<file path="src/gzmd_pkg.sv">
`default_nettype none
package gzmd_pkg;

	localparam int unsigned FIFO_DEPTH = 4;
	localparam int unsigned TDATA_W    = 48;

	localparam logic [7:0] ID1    = 8'h1f;
	localparam logic [7:0] ID2    = 8'h8b;
	localparam logic [7:0] CM_DEF = 8'h08;

	// flag bit positions
	localparam int unsigned F_HCRC    = 1;
	localparam int unsigned F_EXTRA   = 2;
	localparam int unsigned F_NAME    = 3;
	localparam int unsigned F_COMMENT = 4;

	localparam logic [4:0] CNT_FULL  = 5'd18;
	localparam logic [4:0] CNT_DELAY = 5'd8;

	localparam logic [1:0] ST_OK       = 2'd0;
	localparam logic [1:0] ST_BAD      = 2'd1;
	localparam logic [1:0] ST_SIZE     = 2'd2;
	localparam logic [1:0] ST_TRUNC    = 2'd3;

	typedef enum logic [3:0] {
		PH_HDR     = 4'd0,
		PH_XLEN_LO = 4'd1,
		PH_XLEN_HI = 4'd2,
		PH_XSKIP   = 4'd3,
		PH_NAME    = 4'd4,
		PH_COMMENT = 4'd5,
		PH_HCRC    = 4'd6,
		PH_PAYLOAD = 4'd7,
		PH_DROP    = 4'd8
	} phase_t;

	// one queue entry: what one accepted byte produced
	typedef struct packed {
		logic        pay_v;
		logic [7:0]  pay_byte;
		logic        st_v;
		logic [1:0]  st;
		logic [31:0] size;
	} entry_t;

	// first enabled metadata section after section s, else payload
	function automatic phase_t next_stage(phase_t s, logic [4:0] fl);
		phase_t n;
		n = PH_PAYLOAD;
		if (s < PH_XLEN_LO && fl[F_EXTRA]) n = PH_XLEN_LO;
		else if (s < PH_NAME && fl[F_NAME]) n = PH_NAME;
		else if (s < PH_COMMENT && fl[F_COMMENT]) n = PH_COMMENT;
		else if (s < PH_HCRC && fl[F_HCRC]) n = PH_HCRC;
		return n;
	endfunction

endpackage
`default_nettype wire

</file>
<file path="src/gzmd_front.sv">
`default_nettype none
module gzmd_front (
	input  wire logic              clk,
	input  wire logic              arst_n,
	input  wire logic              accept,
	input  wire logic [7:0]        in_byte,
	input  wire logic              in_last,
	input  wire logic [31:0]       expected_size,
	output logic                   push,
	output gzmd_pkg::entry_t       entry
);

	logic [7:0]        dl_q [8];
	logic [4:0]        cnt_q;
	gzmd_pkg::phase_t  phase_q, ph_d;
	logic [15:0]       fc_q, fc_d;
	logic [4:0]        flags_q, fl_d;
	logic [1:0]        err_q, err_d;
	logic              is_pay;
	logic [31:0]       size;
	logic [7:0]        old;

	assign old = dl_q[0];

	// parser next state for the byte leaving the delay line
	always_comb begin
		logic bad;
		logic adv;
		gzmd_pkg::phase_t adv_from;
		bad      = 1'b0;
		adv      = 1'b0;
		adv_from = phase_q;
		ph_d     = phase_q;
		fc_d     = fc_q;
		fl_d     = flags_q;
		err_d    = err_q;
		is_pay   = 1'b0;
		if (cnt_q >= gzmd_pkg::CNT_DELAY) begin
			unique case (phase_q)
				gzmd_pkg::PH_HDR: begin
					bad = (fc_q == 16'd0 && old != gzmd_pkg::ID1) ||
					      (fc_q == 16'd1 && old != gzmd_pkg::ID2) ||
					      (fc_q == 16'd2 && old != gzmd_pkg::CM_DEF) ||
					      (fc_q == 16'd3 && old[7:5] != 3'd0);
					if (bad) begin
						err_d[0] = 1'b1;
						ph_d     = gzmd_pkg::PH_DROP;
					end else begin
						if (fc_q == 16'd3) fl_d = old[4:0];
						fc_d = fc_q + 16'd1;
						if (fc_q >= 16'd9) begin
							adv      = 1'b1;
							adv_from = gzmd_pkg::PH_HDR;
						end
					end
				end
				gzmd_pkg::PH_XLEN_LO: begin
					fc_d = {8'd0, old};
					ph_d = gzmd_pkg::PH_XLEN_HI;
				end
				gzmd_pkg::PH_XLEN_HI: begin
					fc_d = {old, fc_q[7:0]};
					if ({old, fc_q[7:0]} == 16'd0) begin
						adv      = 1'b1;
						adv_from = gzmd_pkg::PH_XLEN_LO;
					end else begin
						ph_d = gzmd_pkg::PH_XSKIP;
					end
				end
				gzmd_pkg::PH_XSKIP: begin
					fc_d = fc_q - 16'd1;
					if (fc_q == 16'd1) begin
						adv      = 1'b1;
						adv_from = gzmd_pkg::PH_XLEN_LO;
					end
				end
				gzmd_pkg::PH_NAME, gzmd_pkg::PH_COMMENT: begin
					if (old == 8'd0) adv = 1'b1;
				end
				gzmd_pkg::PH_HCRC: begin
					fc_d = fc_q + 16'd1;
					if (fc_q >= 16'd1) begin
						adv      = 1'b1;
						adv_from = gzmd_pkg::PH_HCRC;
					end
				end
				gzmd_pkg::PH_PAYLOAD: is_pay = 1'b1;
				default: ;
			endcase
			if (adv) begin
				ph_d = gzmd_pkg::next_stage(adv_from, flags_q);
				fc_d = 16'd0;
				if (ph_d == gzmd_pkg::PH_PAYLOAD) err_d[1] = 1'b1;
			end
		end
	end

	// trailer size as it sits in the delay line after this shift
	assign size = {in_byte, dl_q[7], dl_q[6], dl_q[5]};

	always_comb begin
		entry          = '0;
		entry.pay_v    = is_pay;
		entry.pay_byte = old;
		entry.st_v     = in_last;
		if (cnt_q < (gzmd_pkg::CNT_FULL - 5'd1) || err_d[0]) begin
			entry.st   = gzmd_pkg::ST_BAD;
			entry.size = 32'd0;
		end else if (size != expected_size) begin
			entry.st   = gzmd_pkg::ST_SIZE;
			entry.size = size;
		end else if (!err_d[1]) begin
			entry.st   = gzmd_pkg::ST_TRUNC;
			entry.size = size;
		end else begin
			entry.st   = gzmd_pkg::ST_OK;
			entry.size = size;
		end
	end

	assign push = accept && (is_pay || in_last);

	always_ff @(posedge clk) begin
		if (accept) begin
			for (int i = 0; i < 7; i++) dl_q[i] <= dl_q[i+1];
			dl_q[7] <= in_byte;
		end
	end

	always_ff @(posedge clk or negedge arst_n) begin
		if (!arst_n) begin
			cnt_q   <= 5'd0;
			phase_q <= gzmd_pkg::PH_HDR;
			fc_q    <= 16'd0;
			flags_q <= 5'd0;
			err_q   <= 2'd0;
		end else if (accept) begin
			if (in_last) begin
				cnt_q   <= 5'd0;
				phase_q <= gzmd_pkg::PH_HDR;
				fc_q    <= 16'd0;
				flags_q <= 5'd0;
				err_q   <= 2'd0;
			end else begin
				if (cnt_q < gzmd_pkg::CNT_FULL) cnt_q <= cnt_q + 5'd1;
				phase_q <= ph_d;
				fc_q    <= fc_d;
				flags_q <= fl_d;
				err_q   <= err_d;
			end
		end
	end

	a_payload_after_meta: assert property (@(posedge clk) disable iff (!arst_n)
		phase_q == gzmd_pkg::PH_PAYLOAD |-> err_q[1])
		else $error("payload phase without completed metadata");

	a_clear_on_last: assert property (@(posedge clk) disable iff (!arst_n)
		accept && in_last |=> cnt_q == 5'd0 && phase_q == gzmd_pkg::PH_HDR)
		else $error("member state not cleared after last byte");

	a_idle_before_delay: assert property (@(posedge clk) disable iff (!arst_n)
		cnt_q < gzmd_pkg::CNT_DELAY |-> phase_q == gzmd_pkg::PH_HDR && fc_q == 16'd0)
		else $error("parser moved before delay line filled");

endmodule
`default_nettype wire

</file>
<file path="src/gzmd_fifo.sv">
`default_nettype none
module gzmd_fifo #(
	parameter int unsigned DEPTH = gzmd_pkg::FIFO_DEPTH
) (
	input  wire logic             clk,
	input  wire logic             arst_n,
	input  wire logic             push,
	input  wire gzmd_pkg::entry_t push_data,
	input  wire logic             pop,
	output gzmd_pkg::entry_t      head,
	output logic                  head_v,
	output logic                  full
);

	localparam int unsigned AW = (DEPTH > 1) ? $clog2(DEPTH) : 1;
	localparam int unsigned CW = $clog2(DEPTH + 1);

	gzmd_pkg::entry_t mem_q [DEPTH];
	logic [AW-1:0]    wr_q, rd_q;
	logic [CW-1:0]    cnt_q;

	assign full   = (cnt_q == CW'(DEPTH));
	assign head_v = (cnt_q != '0);
	assign head   = mem_q[rd_q];

	always_ff @(posedge clk) begin
		if (push) mem_q[wr_q] <= push_data;
	end

	always_ff @(posedge clk or negedge arst_n) begin
		if (!arst_n) begin
			wr_q  <= '0;
			rd_q  <= '0;
			cnt_q <= '0;
		end else begin
			if (push) wr_q <= (wr_q == AW'(DEPTH - 1)) ? '0 : wr_q + AW'(1);
			if (pop)  rd_q <= (rd_q == AW'(DEPTH - 1)) ? '0 : rd_q + AW'(1);
			if (push && !pop)      cnt_q <= cnt_q + CW'(1);
			else if (pop && !push) cnt_q <= cnt_q - CW'(1);
		end
	end

	a_cnt_bound: assert property (@(posedge clk) disable iff (!arst_n)
		cnt_q <= CW'(DEPTH))
		else $error("queue count overflow");

	a_no_push_full: assert property (@(posedge clk) disable iff (!arst_n)
		full |-> !push)
		else $error("push into full queue");

	a_no_pop_empty: assert property (@(posedge clk) disable iff (!arst_n)
		!head_v |-> !pop)
		else $error("pop from empty queue");

endmodule
`default_nettype wire

</file>
<file path="src/gzmd_back.sv">
`default_nettype none
module gzmd_back (
	input  wire logic                           clk,
	input  wire logic                           arst_n,
	input  wire gzmd_pkg::entry_t               head,
	input  wire logic                           head_v,
	output logic                                pop,
	output logic                                m_tvalid,
	input  wire logic                           m_tready,
	output logic [gzmd_pkg::TDATA_W-1:0]        m_tdata,
	output logic                                m_tuser,
	output logic                                m_tlast
);

	gzmd_pkg::entry_t cur_q;
	logic             pay_q, st_q;
	logic             fire, pay_n, st_n;

	// payload byte goes first, status after it
	assign fire  = m_tvalid && m_tready;
	assign pay_n = pay_q && !fire;
	assign st_n  = st_q && !(fire && !pay_q);
	assign pop   = head_v && !pay_n && !st_n;

	always_ff @(posedge clk) begin
		if (pop) cur_q <= head;
	end

	always_ff @(posedge clk or negedge arst_n) begin
		if (!arst_n) begin
			pay_q <= 1'b0;
			st_q  <= 1'b0;
		end else if (pop) begin
			pay_q <= head.pay_v;
			st_q  <= head.st_v;
		end else begin
			pay_q <= pay_n;
			st_q  <= st_n;
		end
	end

	assign m_tvalid = pay_q || st_q;
	assign m_tuser  = !pay_q && st_q;
	assign m_tlast  = !pay_q && st_q;
	assign m_tdata  = pay_q ? {40'd0, cur_q.pay_byte}
	                        : {6'd0, cur_q.size, cur_q.st, 8'd0};

	a_status_ends: assert property (@(posedge clk) disable iff (!arst_n)
		fire && m_tuser && !pop |=> !st_q)
		else $error("status result repeated");

	a_pay_before_status: assert property (@(posedge clk) disable iff (!arst_n)
		fire && pay_q && st_q |=> st_q && !pay_q)
		else $error("status lost behind payload");

	a_hold_stall: assert property (@(posedge clk) disable iff (!arst_n)
		m_tvalid && !m_tready |=> m_tvalid && $stable(pay_q))
		else $error("output dropped while stalled");

endmodule
`default_nettype wire

</file>
<file path="src/gzip_member_deframer.sv">
`default_nettype none
// channel | dir | signals                    | contents
// s_*     | in  | tvalid tready tdata tlast  | tdata[7:0] in_byte; tlast in_last
// m_*     | out | tvalid tready tdata tuser  | tdata: out_byte, status, trailer_size
//         |     | tlast                      | tuser is_status; tlast out_last
// cfg_*   | in  | we wdata                   | expected_size
//
// One byte is accepted per cycle; the front parser updates its state in that cycle.
// Payload leaving the eight-byte delay line is queued, then registered at m_*;
// the last byte of a member yields up to two results, drained one per ready cycle.
// s_tready drops only while the FIFO_DEPTH entry queue between parser and
// output stage is full. Reset is asynchronous and needs no clearing pass.
module gzip_member_deframer #(
	parameter int unsigned FIFO_DEPTH = gzmd_pkg::FIFO_DEPTH
) (
	input  wire logic                        clk,
	input  wire logic                        arst_n,
	input  wire logic                        s_tvalid,
	output logic                             s_tready,
	input  wire logic [7:0]                  s_tdata,   // in_byte
	input  wire logic                        s_tlast,   // in_last
	output logic                             m_tvalid,
	input  wire logic                        m_tready,
	// out_byte[7:0], status[9:8], trailer_size[41:10], zero fill
	output logic [gzmd_pkg::TDATA_W-1:0]     m_tdata,
	output logic                             m_tuser,   // is_status
	output logic                             m_tlast,   // out_last
	input  wire logic                        cfg_we,
	input  wire logic [31:0]                 cfg_wdata  // expected_size
);

	logic [31:0]      exp_size_q;
	logic             accept, push, pop, head_v, full;
	gzmd_pkg::entry_t entry, head;

	always_ff @(posedge clk or negedge arst_n) begin
		if (!arst_n) exp_size_q <= 32'd0;
		else if (cfg_we) exp_size_q <= cfg_wdata;
	end

	assign s_tready = !full;
	assign accept   = s_tvalid && s_tready;

	gzmd_front u_front (
		.clk           (clk),
		.arst_n        (arst_n),
		.accept        (accept),
		.in_byte       (s_tdata),
		.in_last       (s_tlast),
		.expected_size (exp_size_q),
		.push          (push),
		.entry         (entry)
	);

	gzmd_fifo #(.DEPTH(FIFO_DEPTH)) u_fifo (
		.clk       (clk),
		.arst_n    (arst_n),
		.push      (push),
		.push_data (entry),
		.pop       (pop),
		.head      (head),
		.head_v    (head_v),
		.full      (full)
	);

	gzmd_back u_back (
		.clk      (clk),
		.arst_n   (arst_n),
		.head     (head),
		.head_v   (head_v),
		.pop      (pop),
		.m_tvalid (m_tvalid),
		.m_tready (m_tready),
		.m_tdata  (m_tdata),
		.m_tuser  (m_tuser),
		.m_tlast  (m_tlast)
	);

endmodule
`default_nettype wire

</file>
<file path="config.mk">
export PLATFORM = sky130hd
export DESIGN_NAME = gzip_member_deframer
export DESIGN_NICKNAME = d
export VERILOG_FILES = /design/src/gzmd_pkg.sv /design/src/gzmd_front.sv /design/src/gzmd_fifo.sv /design/src/gzmd_back.sv /design/src/gzip_member_deframer.sv
export SDC_FILE = /design/constraint.sdc
export NUM_CORES = 1
export LEC_CHECK = 0
export BUFFER_PORTS_ARGS = -buffer_cell sky130_fd_sc_hd__buf_2
export CAP_MARGIN = 20
export CORE_MARGIN = 5
export CORE_UTILIZATION = 30
export CTS_BUF_LIST = sky130_fd_sc_hd__clkbuf_16
export CTS_CLUSTER_SIZE = 25
export DETAILED_ROUTE_END_ITERATION = 8
export GPL_TIMING_DRIVEN = 0
export MAX_ROUTING_LAYER = met4
export PLACE_DENSITY = 0.51
export REMOVE_ABC_BUFFERS = 1
export SETUP_SLACK_MARGIN = 0.1
export SYNTH_ARGS = -nofsm -noshare
export SYNTH_HDL_FRONTEND = slang
export SYNTH_SLANG_ARGS = --single-unit
</file>
<file path="constraint.sdc">
create_clock -name clk -period 11.2 [get_ports clk]
set_input_delay 1.12 -clock clk [delete_from_list [all_inputs] [get_ports clk]]
set_output_delay 1.12 -clock clk [all_outputs]
set_load 0.01 [all_outputs]
</file>
-- Word-level counts from Yosys, hierarchy flattened
Memory sizes are Yosys's and may differ from the RTL's.
Cells that the tools add are included.
- flip-flop bits (word level): 115
- RAM bits: 240
- memories: 2
- memories (memory ; depth ; bits a word ; read ports ; clocked after memory_dff ; wr ports ; line ; source):
    u_fifo.mem_q ; 4 ; 44 ; 1 ; 0 ; 1 ; gzmd_fifo.sv:18 ; gzmd_pkg::entry_t mem_q [DEPTH];
    u_front.dl_q ; 8 ; 8 ; 8 ; 0 ; 8 ; gzmd_front.sv:13 ; logic [7:0] dl_q [8];
- add/sub/neg operators: 7
- magnitude comparators: 9
- eq/ne operators: 23
- multiplexer cells: 61
- reductions and logical operators: 53
- operator list (kind ; count):
    $mux 34 ; 3
    $pmux 16 s5 ; 1
    $mux 16 ; 4
    $mux 4 ; 16
    $mux 42 ; 1
    $mux 5 ; 7
    $eq 16x2->1 const B ; 2
    $logic_not 16->1 ; 2
    $ne 32x32->1 ; 1
    $eq 4x3->1 const B ; 5
    $mux 1 ; 20
    $logic_and 1x1->1 ; 19
    $add 16x1->16 const B ; 1
    $eq 16x1->1 const B ; 1
    $ge 16x1->1 const B ; 1
    $ge 16x4->1 const B ; 1
    $pmux 4 s4 ; 1
    $sub 16x1->16 const B ; 1
    $reduce_and 5->1 ; 3
    $lt 4x3->1 const B ; 3
    $pmux 4 s3 ; 1
    $lt 5x5->1 const B ; 2
    $reduce_bool 2->1 ; 5
    $eq 4x2->1 const B ; 2
    30 further kinds ; 50

-- Longest topological paths before layout
An unclocked memory read counts as a cell.
- word-level depth: 24
- depth in mapped cells: 11

-- Cells and area by module
Synthesis repeated with hierarchy kept, for this count alone.
- cells, all modules: 941
- area total of the unflattened synthesis: 15318.4 sq um
- modules (own cells, without submodules) (module ; times used ; cells each ; area each (sq um) ; sequential area each (sq um)):
    gzmd_fifo ; 1 ; 267 ; 6829.0 ; 5460.2
    gzmd_front ; 1 ; 493 ; 5381.4 ; 2697.6
    gzmd_back ; 1 ; 111 ; 1752.9 ; 1311.3
    gzip_member_deframer ; 1 ; 70 ; 1355.0 ; 800.8

-- Least setup slack after synthesis
No wires, ideal clock.
- path type: input to register
- start: input m_tready
- end: register u_fifo.cnt_q[1]
- library setup time: 0.125 ns
- arrival: 4.553 ns
- data required time: 11.075 ns
- setup slack: 6.522 ns
- stages on the path: 8
- cell sequence: inv_1 > maj3_1 > nor2_1 > inv_1 > ha_1 > inv_1 > fa_1 > mux2_2
- cells in the longest elaborated chain, start to end: 9
- ends and longest elaborated chain (item ; line ; source):
    start, declared ; gzip_member_deframer.sv:23 ; input wire logic m_tready,
    $logic_and 1x1->1 * ; gzmd_back.sv:20 ; assign fire = m_tvalid && m_tready;
    $logic_not 1->1 or $logic_and 1x1->1 (tied branches) ; gzmd_back.sv:21, gzmd_back.sv:22 ;
    $logic_and 1x1->1 or $logic_not 1->1 (tied branches) ; gzmd_back.sv:21, gzmd_back.sv:22 ;
    $logic_not 1->1 or $logic_and 1x1->1 (tied branches) ; gzmd_back.sv:23, gzmd_back.sv:22 ;
    $logic_and 1x1->1 or $logic_not 1->1 (tied branches) ; gzmd_back.sv:23 ; assign pop = head_v && !pay_n && !st_n;
    $logic_and 1x1->1 * ; gzmd_back.sv:23 ;
    net pop ; gzip_member_deframer.sv:33 ; logic accept, push, pop, head_v, full;
    $logic_not 1->1 ; gzmd_fifo.sv:38 ; if (push && !pop) cnt_q <= cnt_q + CW'(1);
    $logic_and 1x1->1 ; gzmd_fifo.sv:38 ;
    $mux 3 or $reduce_bool 2->1 (tied branches) ; - ;
    end signal, assigned ; gzmd_fifo.sv:38 ;
    end signal, assigned ; gzmd_fifo.sv:39 ; else if (pop && !push) cnt_q <= cnt_q - CW'(1);
    end, declared ; gzmd_fifo.sv:20 ; logic [CW-1:0] cnt_q;
Mark *: on every way through the listed nets, which the timed path passes. The rest lies on a longest branch.
A chain may end at the register's enable or synchronous reset.

-- Final worst setup path
- start: register u_front.fc_q[0]
- end: register u_front.fc_q[9]
- cells in the longest elaborated chain, start to end: 11
- ends and longest elaborated chain (item ; line ; source):
    start, declared ; gzmd_front.sv:16 ; logic [15:0] fc_q, fc_d;
    start signal, assigned ; gzmd_front.sv:134 ; fc_q <= 16'd0;
    start signal, assigned ; gzmd_front.sv:141 ; fc_q <= 16'd0;
    start signal, assigned ; gzmd_front.sv:147 ; fc_q <= fc_d;
    branches (longest 11 deep; another with $ge 16x4->1) ; - ;
Several ways; the timed one is not identified. The select of a mux whose other input is x is not followed.

==> impl_metrics.py <==
metrics = {
    "routing": {
        "ant_nets": 0,
        "drtIter0Drc": 550,
        "vias": 8219,
        "wl_per_cell_um": 19.31,
        "first_pass_iters": 5,
        "drc": 0,
        "routed_wl_um": 33620,
        "via_per_inst": 4.721,
    },
    "floorplan": {
        "initial_core_util_pct": 30.36,
        "die_w_um": 232.8,
        "die-area_um2": 54200,
        "fp-row-count": 81,
        "core_region_area_um2": 49050,
        "ioPinCount": 98,
        "die_y_um": 232.8,
    },
    "sta": {
        "finalSetupTns_ns": 0,
        "fin_worst_skew_ns": 0.02184,
        "timing.final.hold_violations": 0,
        "rsz0062_at_grt": "false",
        "final_max_slew_viol_count": 0,
        "fmax_mhz": 273.6,
        "relSlewSlack_pct": 31.39,
        "worst_pin_slew_ns": 1.025,
        "layout_min_cycle_time_ns": 3.655,
        "setup_viol": 0,
        "fin_crit_sh_pct": 32.64,
    },
    "logic_synthesis": {
        "yosysMostFrequentCell": "edfxtp_1",
        "netlist.area_leader.share_pct": 56.85,
        "syn-cell-area_um2": 14890,
        "synth_edf_count": 282,
        "synth_seq_cells": 354,
        "async_flop_share_pct": 20.34,
        "synth.cells.most_frequent": "edfxtp_1 (282), dfrtp_1 (72), and2_1 (45)",
        "synth-main-ff-cell": "edfxtp_1",
        "synthDistinctLibCells": 77,
        "yosysSeqAreaShare_pct": 68.95,
        "syn_avg_cell_area_um2": 15.61,
        "synth_area_leaders": "edfxtp_1 (57%), dfrtp_1 (12%), mux4_2 (6.7%), mux2_2 (2.6%), xnor2_1 (2.5%)",
        "postSynthCellCount": 954,
        "ys_warn_count": 0,
        "yosys.area.top_type": "edfxtp_1",
    },
    "clock_network": {
        "post_cts_resized": 0,
        "clk_latency_ns": 0.56,
        "max-clock-path-buffers": 3,
        "post_cts_buffers": 0,
        "cts_sinks": 354,
        "htreeDepth": 2,
        "clkTransAtPathRegs_ns": 0.06,
        "numCtsBuffers": 41,
        "cts_hold_buffers": 0,
        "cts_tree": "done",
        "clock_tree.root_cell": "clkbuf_16",
    },
    "outcome": {
        "outcome": "completed",
    },
    "min_path": {
        "hp-start": "u_front.dl_q[1][6]$_DFFE_PP_",
        "worstHoldPathType": "flop to flop",
    },
    "layout": {
        "fillers": 4753,
        "post-route-util_pct": 35.64,
        "drive_gt1_share_pct": 23.86,
        "syn_to_final_growth_pct": 17.37,
        "nets": 1105,
        "seq_area_um2": 10280,
        "multi_input_area_um2": 4317,
        "diodes": 0,
    },
    "place": {
        "io_buffers": 91,
        "gp_congestion": 0.8311,
        "hpwl_um": 20670,
    },
    "setup_path": {
        "cp-startpoint": "u_front.fc_q[0]$_DFFE_PN0P_",
        "start_kind": "flop",
        "path_max_fanout": 12,
        "r2r-start": "u_front.fc_q[0]$_DFFE_PN0P_",
        "cp.required_ns": 11.66,
        "worstPathArrival_ns": 4.12,
        "critPathCaptureType": "flop",
        "critPathKind": "flop to flop",
    },
    "global_route": {
        "gr-total-overflow": 0,
        "grt_first_pass_wirelength_um": 51640,
        "grt_pass1_vias": 8445,
        "antenna_found_initial": 0,
        "grt_max_degree": 65,
        "grt.total_usage_pct": 12.70,
    },
    "pwr": {
        "switching_share_pct": 32.79,
        "ir_drop_uv": 120.6,
        "leakage_nw": 6.147,
        "pwr-share-comb_pct": 28.8,
        "netSwitchingPower_mw": 1.525,
        "clkPwrFrac_pct": 28.1,
        "intPower_mw": 3.127,
        "p_per_area_nw_per_um2": 266.1,
        "seqPwrFrac_pct": 43.1,
    },
    "flow_run": {
        "maxCapViolations": 0,
    },
}
-- per-layer routing --
| metal | GRT usage [%] | vias up | part of all wire [%] |
|---|---|---|---|
| met1 | 16.68 | 4207 | 45 |
| met4 | 3.987 | 0 | 2.2 |
| li1 | - | 3807 | - |
| met2 | 20.32 | 159 | 49 |
| met3 | 2.135 | 46 | 3.7 |
| met5 | - | - | 0 |
-- cells by family after synthesis --
kind of cell	count (synthesis)	synth area share (%)
other	1	0.02518
xor gates and xnor gates	47	2.764
and+or+nand+nor	251	9.543
adders and majority gates	15	1.294
AOI/OAI and AO/OA	122	5.402
muxes	85	9.711
DFF	354	68.95
buffers and inverters	79	2.310
-- worst max-delay path, cell delays in order (launching register included) --
cell and delay, ns:
dfrtp_1 0.49, inv_1 0.19, ha_1 0.36, nor4b_1 0.32, nand4_1 0.13, o21ai_0 0.31
nand4_1 0.22, nor2_1 0.82, nand3_1 0.46, o2bb2ai_1 0.27
-- area by class of cell --
cell class              count  share of cell area (%)
repair buffers            101                   3.693
inverters                  21                  0.4652
clock buffers              41                   5.869
clock inverters            34                   1.746
flip-flops and latches    354                   58.78
well taps                 664                   4.752
multi-input cells         526                   24.69
-- metrics by stage --
step / setup WS [ns] / hold WS (ns) / cell area, um^2 / std cells / power [mW]
floorplan: 6.522 / 0.4003 / 14650 / 901 / 2.863
global placement: 4.221 / 0.4034 / 15930 / 1656 / 3.375
detailed placement: 7.599 / 0.4045 / 16140 / 1665 / 3.392
CTS: 7.584 / 0.4134 / 17470 / 1740 / 4.719
global route: 7.162 / 0.4199 / 17480 / 1741 / 4.917
finish: 7.545 / 0.4143 / 17480 / 1741 / 4.652
-- worst paths after layout --
check                                                end  slack, ns  cells after the start
min in group asynchronous     exp_size_q[19]$_DFFE_PN0P_       0.60                      1
max                          u_front.fc_q[9]$_DFFE_PN0P_       7.54                      9
max in group asynchronous   u_front.fc_q[11]$_DFFE_PN0P_       9.98                      2
min reg2reg                u_front.dl_q[0][14]$_DFFE_PP_       0.41                      0
min                        u_front.dl_q[0][14]$_DFFE_PP_       0.41                      0
max reg2reg                  u_front.fc_q[9]$_DFFE_PN0P_       7.54                      9
-- power by group through the flow --
stage / combinational [mW] / clock (mW) / sequential [mW]
2_1_floorplan: 0.870 / 0 / 1.99
3_3_place_gp: 1.24 / 0 / 2.14
3_5_place_dp: 1.36 / 0 / 2.03
4_1_cts: 1.37 / 1.34 / 2.01
5_1_grt: 1.47 / 1.40 / 2.04
6_report: 1.34 / 1.31 / 2.00
-- registers in the layout, summed over array words and instances, names as in the netlist --
| register | count |
|---|---|
| exp_size_q | 32 |
| u_front.phase_q | 4 |
| u_front.fc_q | 16 |
| u_back.pay_q | 1 |
| u_fifo.cnt_q | 3 |
| u_fifo.rd_q | 2 |
| u_fifo.mem_q | 176 |
| u_back.cur_q | 42 |
| u_fifo.wr_q | 2 |
| u_front.dl_q | 64 |
| u_front.flags_q | 4 |
| u_back.st_q | 1 |
| u_front.err_q | 2 |
| u_front.cnt_q | 5 |
-- cells in the final DEF (no fill, tap or decap), types with 3 or more instances in the layout --
cell type and count:
a21oi_1 30, a22o_1 5, a22oi_1 5, a31oi_1 7, and2_1 41, and2_4 4
buf_12 6, buf_2 91, bufinv_16 5, clkbuf_16 41, clkinv_1 9, conb_1 6
dfrtp_1 69, edfxtp_1 282, ha_1 13, inv_1 32, mux2_2 35, mux2i_1 5
mux4_2 44, nand2_1 38, nand2b_1 4, nand3_1 13, nand4_1 21, nor2_1 41
nor2b_1 38, nor3_1 13, nor3b_1 4, nor4_1 5, o21ai_0 25, o21ai_1 3
o22ai_1 7, o2bb2ai_1 7, o31ai_1 5, or2_2 4, or3_1 5, xnor2_1 42
xor2_1 5
Power figures use the tool's default switching activity.
